--- config.mk ---
export PLATFORM = sky130hd
export DESIGN_NAME = rgb_ycbcr_color_converter
export DESIGN_NICKNAME = d
export VERILOG_FILES = /design/src/sv/ryc_pkg.sv /design/src/sv/rgb_ycbcr_color_converter.sv /design/src/sv/ryc_mul.sv /design/src/sv/ryc_sum.sv /design/src/sv/ryc_sat.sv
export SDC_FILE = /design/constraint.sdc
export NUM_CORES = 2
export LEC_CHECK = 0
export ABC_CLOCK_PERIOD_IN_PS = 7300
export BUFFER_PORTS_ARGS = -buffer_cell sky130_fd_sc_hd__buf_2
export CAP_MARGIN = 0
export CORE_MARGIN = 2
export CORE_UTILIZATION = 65
export CTS_CLUSTER_SIZE = 12
export DETAILED_ROUTE_END_ITERATION = 10
export GPL_ROUTABILITY_DRIVEN = 0
export PLACE_DENSITY = 0.91
export SLEW_MARGIN = 20
export SYNTH_ARGS = -nofsm -noshare
export SYNTH_HDL_FRONTEND = slang
export SYNTH_SLANG_ARGS = --single-unit
export TNS_END_PERCENT = 100
--- constraint.sdc ---
create_clock -name clk -period 7.3 [get_ports clk]
set_input_delay 1.095 -clock clk [delete_from_list [all_inputs] [get_ports clk]]
set_output_delay 1.095 -clock clk [all_outputs]
set_load 0.02 [all_outputs]
--- src/sv/ryc_pkg.sv ---
// Shared types and constants of the color converter
package ryc_pkg;

  localparam int COEF_FRAC_BITS_DEF = 16;
  localparam int PIX_W = 8;
  // signed operand: 8-bit component or component minus 128
  localparam int OPND_W = PIX_W + 2;
  localparam int PIPE_DEPTH = 4;
  localparam int PADDR_W = 3;

  typedef logic [PIX_W-1:0] pix_t;

  typedef enum logic {
    DIR_RGB2YCC = 1'b0,
    DIR_YCC2RGB = 1'b1
  } dir_t;

  // register index, taken from paddr[2]
  typedef enum logic {
    REG_DIRECTION = 1'b0,
    REG_NONE      = 1'b1
  } reg_idx_t;

endpackage

--- src/sv/rgb_ycbcr_color_converter.sv ---
// Top level of the JFIF RGB / YCbCr pixel converter
//
//  channel   signals                                 direction
//  input     start, in_c0..in_c2 (busy out of block)    into block
//  result    done, out_c0..out_c2                     out of block
//  config    psel, penable, pwrite, paddr, pwdata,    APB slave
//            prdata, pready
//
// Every pixel passes from start to done through the operand register,
// multiplier register, adder register and saturate register, in that order.
// busy stays low; a new pixel enters every cycle.
// rst clears the valid bits of all four stages and sets direction to RGB to YCbCr.
// The receiver takes done as it comes, so the pipeline never stalls.
module rgb_ycbcr_color_converter import ryc_pkg::*; #(
  parameter int COEF_FRAC_BITS = COEF_FRAC_BITS_DEF
) (
  input  logic               clk,
  input  logic               rst,
  input  logic               start,
  output logic               busy,
  input  pix_t               in_c0,
  input  pix_t               in_c1,
  input  pix_t               in_c2,
  output logic               done,
  output pix_t               out_c0,
  output pix_t               out_c1,
  output pix_t               out_c2,
  input  logic               psel,
  input  logic               penable,
  input  logic               pwrite,
  input  logic [PADDR_W-1:0] paddr,
  input  logic [31:0]        pwdata,
  output logic [31:0]        prdata,
  output logic               pready
);

  localparam int PW = COEF_FRAC_BITS + 2 + OPND_W;
  localparam int SW = PW + 2;

  dir_t                 direction;
  reg_idx_t             reg_idx;
  logic                 in_fire;
  logic                 mul_valid;
  dir_t                 mul_dir;
  logic signed [PW-1:0] prod [3][3];
  logic                 sum_valid;
  logic signed [SW-1:0] sum [3];
  pix_t                 pix [3];

  assign pready  = 1'b1;
  assign busy    = 1'b0;
  assign in_fire = start && !busy;
  assign reg_idx = reg_idx_t'(paddr[2]);

  always_ff @(posedge clk) begin
    if (rst) begin
      direction <= DIR_RGB2YCC;
    end else if (psel && penable && pwrite && pready && reg_idx == REG_DIRECTION) begin
      direction <= dir_t'(pwdata[0]);
    end
  end

  always_comb begin
    unique case (reg_idx)
      REG_DIRECTION: prdata = {31'b0, direction};
      default:       prdata = '0;
    endcase
  end

  ryc_mul #(.COEF_FRAC_BITS(COEF_FRAC_BITS)) u_mul (
    .clk       (clk),
    .rst       (rst),
    .in_valid  (in_fire),
    .dir       (direction),
    .a         (in_c0),
    .b         (in_c1),
    .c         (in_c2),
    .out_valid (mul_valid),
    .out_dir   (mul_dir),
    .prod      (prod)
  );

  ryc_sum #(.COEF_FRAC_BITS(COEF_FRAC_BITS)) u_sum (
    .clk       (clk),
    .rst       (rst),
    .in_valid  (mul_valid),
    .dir       (mul_dir),
    .prod      (prod),
    .out_valid (sum_valid),
    .sum       (sum)
  );

  ryc_sat #(.COEF_FRAC_BITS(COEF_FRAC_BITS)) u_sat (
    .clk       (clk),
    .rst       (rst),
    .in_valid  (sum_valid),
    .sum       (sum),
    .out_valid (done),
    .pix       (pix)
  );

  assign out_c0 = pix[0];
  assign out_c1 = pix[1];
  assign out_c2 = pix[2];

endmodule

--- src/sv/ryc_mul.sv ---
// Operand stage and coefficient multiplier stage
module ryc_mul import ryc_pkg::*; #(
  parameter int COEF_FRAC_BITS = COEF_FRAC_BITS_DEF,
  localparam int CW = COEF_FRAC_BITS + 2,
  localparam int PW = CW + OPND_W
) (
  input  logic                 clk,
  input  logic                 rst,
  input  logic                 in_valid,
  input  dir_t                 dir,
  input  pix_t                 a,
  input  pix_t                 b,
  input  pix_t                 c,
  output logic                 out_valid,
  output dir_t                 out_dir,
  output logic signed [PW-1:0] prod [3][3]
);

  localparam longint unsigned SCALE = 64'd1 << COEF_FRAC_BITS;
  localparam longint unsigned K_Y_R  = (299 * SCALE + 500) / 1000;
  localparam longint unsigned K_Y_G  = (587 * SCALE + 500) / 1000;
  localparam longint unsigned K_Y_B  = (114 * SCALE + 500) / 1000;
  localparam longint unsigned K_CB_R = (168736 * SCALE + 500000) / 1000000;
  localparam longint unsigned K_CB_G = (331264 * SCALE + 500000) / 1000000;
  localparam longint unsigned K_CR_G = (418688 * SCALE + 500000) / 1000000;
  localparam longint unsigned K_CR_B = (81312 * SCALE + 500000) / 1000000;
  localparam longint unsigned K_R_CR = (1402 * SCALE + 500) / 1000;
  localparam longint unsigned K_G_CB = (34414 * SCALE + 50000) / 100000;
  localparam longint unsigned K_G_CR = (71414 * SCALE + 50000) / 100000;
  localparam longint unsigned K_B_CB = (1772 * SCALE + 500) / 1000;
  localparam longint unsigned K_HALF = SCALE >> 1;

  localparam logic signed [CW-1:0] C_YR  = CW'(K_Y_R);
  localparam logic signed [CW-1:0] C_YG  = CW'(K_Y_G);
  localparam logic signed [CW-1:0] C_YB  = CW'(K_Y_B);
  localparam logic signed [CW-1:0] C_CBR = -CW'(K_CB_R);
  localparam logic signed [CW-1:0] C_CBG = -CW'(K_CB_G);
  localparam logic signed [CW-1:0] C_CRG = -CW'(K_CR_G);
  localparam logic signed [CW-1:0] C_CRB = -CW'(K_CR_B);
  localparam logic signed [CW-1:0] C_RCR = CW'(K_R_CR);
  localparam logic signed [CW-1:0] C_GCB = -CW'(K_G_CB);
  localparam logic signed [CW-1:0] C_GCR = -CW'(K_G_CR);
  localparam logic signed [CW-1:0] C_BCB = CW'(K_B_CB);
  localparam logic signed [CW-1:0] C_HALF = CW'(K_HALF);
  localparam logic signed [CW-1:0] C_ONE  = CW'(SCALE);
  localparam logic signed [CW-1:0] C_ZERO = '0;

  localparam logic signed [OPND_W-1:0] CHROMA_OFS = OPND_W'(128);

  logic                     op_valid;
  dir_t                     op_dir;
  logic signed [OPND_W-1:0] op [3];
  logic signed [CW-1:0]     coef [3][3];

  // stage 1: register operands, remove chroma offset for the inverse
  always_ff @(posedge clk) begin
    if (rst) begin
      op_valid <= 1'b0;
    end else begin
      op_valid <= in_valid;
    end
  end

  always_ff @(posedge clk) begin
    op_dir <= dir;
    op[0]  <= $signed({2'b00, a});
    if (dir == DIR_YCC2RGB) begin
      op[1] <= $signed({2'b00, b}) - CHROMA_OFS;
      op[2] <= $signed({2'b00, c}) - CHROMA_OFS;
    end else begin
      op[1] <= $signed({2'b00, b});
      op[2] <= $signed({2'b00, c});
    end
  end

  always_comb begin
    unique case (op_dir)
      DIR_RGB2YCC: begin
        coef[0][0] = C_YR;   coef[0][1] = C_YG;   coef[0][2] = C_YB;
        coef[1][0] = C_CBR;  coef[1][1] = C_CBG;  coef[1][2] = C_HALF;
        coef[2][0] = C_HALF; coef[2][1] = C_CRG;  coef[2][2] = C_CRB;
      end
      DIR_YCC2RGB: begin
        coef[0][0] = C_ONE;  coef[0][1] = C_ZERO; coef[0][2] = C_RCR;
        coef[1][0] = C_ONE;  coef[1][1] = C_GCB;  coef[1][2] = C_GCR;
        coef[2][0] = C_ONE;  coef[2][1] = C_BCB;  coef[2][2] = C_ZERO;
      end
      default: begin
        for (int i = 0; i < 3; i++) begin
          for (int j = 0; j < 3; j++) begin
            coef[i][j] = C_ZERO;
          end
        end
      end
    endcase
  end

  // stage 2: one registered product per coefficient
  always_ff @(posedge clk) begin
    if (rst) begin
      out_valid <= 1'b0;
    end else begin
      out_valid <= op_valid;
    end
  end

  always_ff @(posedge clk) begin
    out_dir <= op_dir;
    for (int i = 0; i < 3; i++) begin
      for (int j = 0; j < 3; j++) begin
        prod[i][j] <= PW'(coef[i][j]) * PW'(op[j]);
      end
    end
  end

endmodule

--- src/sv/ryc_sum.sv ---
// Adder stage: three products per output, plus the chroma offset on Cb and Cr for RGB to YCbCr
module ryc_sum import ryc_pkg::*; #(
  parameter int COEF_FRAC_BITS = COEF_FRAC_BITS_DEF,
  localparam int PW = COEF_FRAC_BITS + 2 + OPND_W,
  localparam int SW = PW + 2
) (
  input  logic                 clk,
  input  logic                 rst,
  input  logic                 in_valid,
  input  dir_t                 dir,
  input  logic signed [PW-1:0] prod [3][3],
  output logic                 out_valid,
  output logic signed [SW-1:0] sum [3]
);

  localparam logic signed [SW-1:0] OFS_128 = SW'(longint'(128) << COEF_FRAC_BITS);

  logic signed [SW-1:0] ofs [3];

  always_comb begin
    ofs[0] = '0;
    ofs[1] = (dir == DIR_RGB2YCC) ? OFS_128 : '0;
    ofs[2] = (dir == DIR_RGB2YCC) ? OFS_128 : '0;
  end

  always_ff @(posedge clk) begin
    if (rst) begin
      out_valid <= 1'b0;
    end else begin
      out_valid <= in_valid;
    end
  end

  always_ff @(posedge clk) begin
    for (int i = 0; i < 3; i++) begin
      sum[i] <= SW'(prod[i][0]) + SW'(prod[i][1]) + SW'(prod[i][2]) + ofs[i];
    end
  end

endmodule

--- src/sv/ryc_sat.sv ---
// Output stage: floor to integer and clamp to 0..255
module ryc_sat import ryc_pkg::*; #(
  parameter int COEF_FRAC_BITS = COEF_FRAC_BITS_DEF,
  localparam int SW = COEF_FRAC_BITS + 4 + OPND_W,
  localparam int IW = SW - COEF_FRAC_BITS
) (
  input  logic                 clk,
  input  logic                 rst,
  input  logic                 in_valid,
  input  logic signed [SW-1:0] sum [3],
  output logic                 out_valid,
  output pix_t                 pix [3]
);

  localparam logic [IW-1:0] PIX_MAX = IW'(255);

  logic [IW-1:0] whole [3];
  pix_t          pix_next [3];

  always_comb begin
    for (int i = 0; i < 3; i++) begin
      // drop the fraction: floor for non-negative sums
      whole[i] = sum[i][SW-1:COEF_FRAC_BITS];
      if (sum[i][SW-1]) begin
        pix_next[i] = '0;
      end else if (whole[i] > PIX_MAX) begin
        pix_next[i] = '1;
      end else begin
        pix_next[i] = whole[i][PIX_W-1:0];
      end
    end
  end

  always_ff @(posedge clk) begin
    if (rst) begin
      out_valid <= 1'b0;
    end else begin
      out_valid <= in_valid;
    end
  end

  always_ff @(posedge clk) begin
    pix <= pix_next;
  end

endmodule

==> results.json <==
{
  "status": "finished clean",
  "max-cap-violations": 0,
  "gr-total-overflow": 0,
  "async_reset_ff_frac": 0,
  "tritoncts": "yes",
  "vias": 30043,
  "fp.dieH_microns": 253.9,
  "clk_latency_ps": 590,
  "power.total_mw": 21.03,
  "nets": 5684,
  "setup-tns-final_ps": 0,
  "io_pins": 124,
  "p_sw_frac": 0.4914,
  "port_buffers": 57,
  "power_density_nw_per_um2": 484.8,
  "hold_path_class": "flip-flop to flip-flop",
  "dieWidth_microns": 253.9,
  "internal_power_mw": 10.70,
  "min_period_ps": 6681,
  "r2r_setup_slack_ps": 620,
  "timing.final.crit_share": 0.9152,
  "max-clock-path-buffers": 3,
  "clk_pin_slew_ps": 60,
  "ys_types": 81,
  "maxSlewViolCount": 0,
  "fin_ws_ps": 619.3,
  "diodes": 0,
  "grt_pass1_wl_microns": 169100,
  "ys.flop_type": "dfxtp_1",
  "fillers": 3977,
  "pwr-share-clk": 0.097,
  "post_drt_via_cell_ratio": 5.880,
  "htree_levels": 2,
  "fmax_mhz": 149.7,
  "worstSetupPathType": "flip-flop to flip-flop",
  "skew_ps": 21.42,
  "post_cts_resized": 0,
  "dpl_cell_area_sq_um": 42050,
  "antenna_found_initial": 7,
  "synth_seq_cells": 325,
  "p_leak_nw": 23.50,
  "mappedNetlistArea_sq_um": 40590,
  "dp_slack_ps": 828.0,
  "synth_edf_count": 0,
  "yosys_warnings": 0,
  "worstMarginPinSlew_ps": 1091,
  "crit_arrival_ps": 7170,
  "hpwlAfterDp_microns": 84390,
  "drt_iter0_markers": 2469,
  "setup_violations": 0,
  "drive_above_1_share": 0.04775,
  "yosysSeqAreaShare": 0.1603,
  "antenna_left": 0,
  "power_switching_mw": 10.34,
  "die-area_sq_um": 64460,
  "seqPwrFrac": 0.153,
  "drc_errors": 0,
  "combPwrFrac": 0.750,
  "placed_cells": 5039,
  "rows": 91,
  "crit_fanout": 35,
  "post-cts-setup-buffers": 0,
  "hold_violations": 0,
  "hold_ws_ps": 438.7,
  "drt-total-wl_microns": 105000,
  "core_area_sq_um": 61710,
  "crit_required_ps": 7790,
  "synth_area_per_cell_sq_um": 9.876,
  "cts_root_buf": "clkbuf_16",
  "grt_max_degree": 36,
  "setup.worst_path.end_class": "flip-flop",
  "final_cell_area_sq_um": 43380,
  "relSlewSlack": 0.2663,
  "ctsHoldBuffers": 0,
  "grt_setup_unrepaired": "no",
  "syn2layout_area_growth_pct": 6.865,
  "wl_per_cell_microns": 20.56,
  "post-route-util": 0.7029,
  "numCtsBuffers": 40,
  "initial_core_util": 0.6577,
  "syn-instance-count": 4110,
  "grt_pass1_vias": 33315,
  "start_kind": "flip-flop",
  "firstDrtPassIters": 9,
  "final-instance-count-excl-fill": 5109,
  "cts_num_sinks": 325,
  "grt_usage": 0.3386,
  "vdd_drop_max_uv": 613.9
}
==> cell usage in the layout (no fill, tap or decap), types with 30 or more instances in the layout <==
cell | synthesis | final
nand2_1 | 142 | 142
xor2_1 | 53 | 53
buf_4 | 33 | 30
nor3_1 | 42 | 42
conb_1 | 2 | 67
o21a_1 | 31 | 31
nor2_1 | 192 | 192
o21ai_0 | 95 | 95
nor2b_1 | 35 | 33
dfxtp_1 | 325 | 324
inv_1 | 967 | 967
xnor2_1 | 181 | 181
fa_1 | 576 | 576
a21o_1 | 48 | 48
a21oi_1 | 173 | 173
buf_2 | 0 | 57
clkbuf_16 | 0 | 41
nand2b_1 | 45 | 45
ha_1 | 799 | 799
nand3_1 | 33 | 33
==> power groups by stage <==
stage	Clock, mW	Combinational, mW	Sequential [mW]
after floorplan	0	11.5	3.08
after global placement	0	14.2	3.20
after detailed placement	0	15.1	3.22
after CTS	2.06	15.5	3.20
after global routing	2.13	17.5	3.26
final	2.05	15.8	3.21
==> cell families (layout without fill, tap and decap cells) <==
| family | count (synthesis) | count (layout) | share of synthesized area |
|---|---|---|---|
| AOI/OAI and AO/OA | 532 | 532 | 0.08600 |
| xor gates and xnor gates | 234 | 234 | 0.05049 |
| adders and majority gates | 1375 | 1375 | 0.5304 |
| buffers and inverters | 1028 | 1125 | 0.09812 |
| DFF | 325 | 325 | 0.1603 |
| muxes | 3 | 3 | 0.0007398 |
| other | 2 | 67 | 0.0001850 |
| and+or+nand+nor | 611 | 611 | 0.07380 |
==> state kept, by name (all words and copies together) (netlist names) <==
register / cells
u_mul.op_dir: 1
u_mul.out_valid: 1
u_sat.out_valid: 1
u_mul.out_dir: 1
u_mul.op_valid: 1
u_mul.prod: 226
direction: 1
u_mul.op: 26
u_sum.out_valid: 1
u_sum.sum: 42
u_sat.pix: 24
==> cell usage after synthesis (all sizes together) (26+ instances only) <==
| library cell | instances | area share |
|---|---|---|
| fa | 576 | 0.28 |
| nor3 | 44 | 0.0058 |
| nand2b | 45 | 0.0069 |
| nand2 | 142 | 0.013 |
| inv | 968 | 0.090 |
| o21a | 31 | 0.0057 |
| a21oi | 174 | 0.022 |
| nor2 | 192 | 0.018 |
| nor2b | 35 | 0.0054 |
| xnor2 | 181 | 0.039 |
| ha | 799 | 0.25 |
| clkbuf | 26 | 0.0024 |
| dfxtp | 325 | 0.16 |
| nand3 | 33 | 0.0041 |
| a21o | 48 | 0.0089 |
| o21ai | 98 | 0.012 |
| xor2 | 53 | 0.011 |
| buf | 34 | 0.0062 |
==> final timing paths <==
kind / start / endpoint / cells past startpoint
worst min-delay path: u_sum.sum[17] / u_sat.pix[1] / 2
worst max register to register: u_mul.op_dir / u_mul.prod[139] / 21
worst min register to register: u_sum.sum[17] / u_sat.pix[1] / 2
worst max-delay path: u_mul.op_dir / u_mul.prod[139] / 21
==> per-layer routing <==
layer,vias up,track usage,share of wire
met1,14458,0.3767,0.35
met3,591,0.06709,0.085
met5,-,0,0.00066
li1,13365,-,-
met4,10,0.2662,0.093
met2,1619,0.5692,0.47
==> area by class of cell <==
class                           count  area, sq um  share of cell area
Clock buffer                       52         1127             0.02599
Clock inverter                     18        200.2            0.004615
Inverter                          968         3633             0.08377
Sequential cell                   325         6507              0.1500
Tap cell                          837         1047             0.02414
Timing Repair Buffer               87        510.5             0.01177
Multi-Input combinational cell   2822        30350              0.6997
==> worst max-delay path, stage by stage (launching register included) <==
cell	delay (ps)
dfxtp_2	890
buf_4	350
nand2_1	130
inv_1	260
fa_1	470
inv_1	160
fa_1	450
inv_1	90
fa_1	430
fa_1	490
inv_1	50
fa_1	480
inv_1	50
ha_1	320
o21ai_0	230
nor3_1	90
a221o_1	320
a211o_1	310
a31oi_1	300
o211ai_1	190
a2111o_1	410
o211ai_1	100
Note: power is estimated with default switching activity, not from simulation.
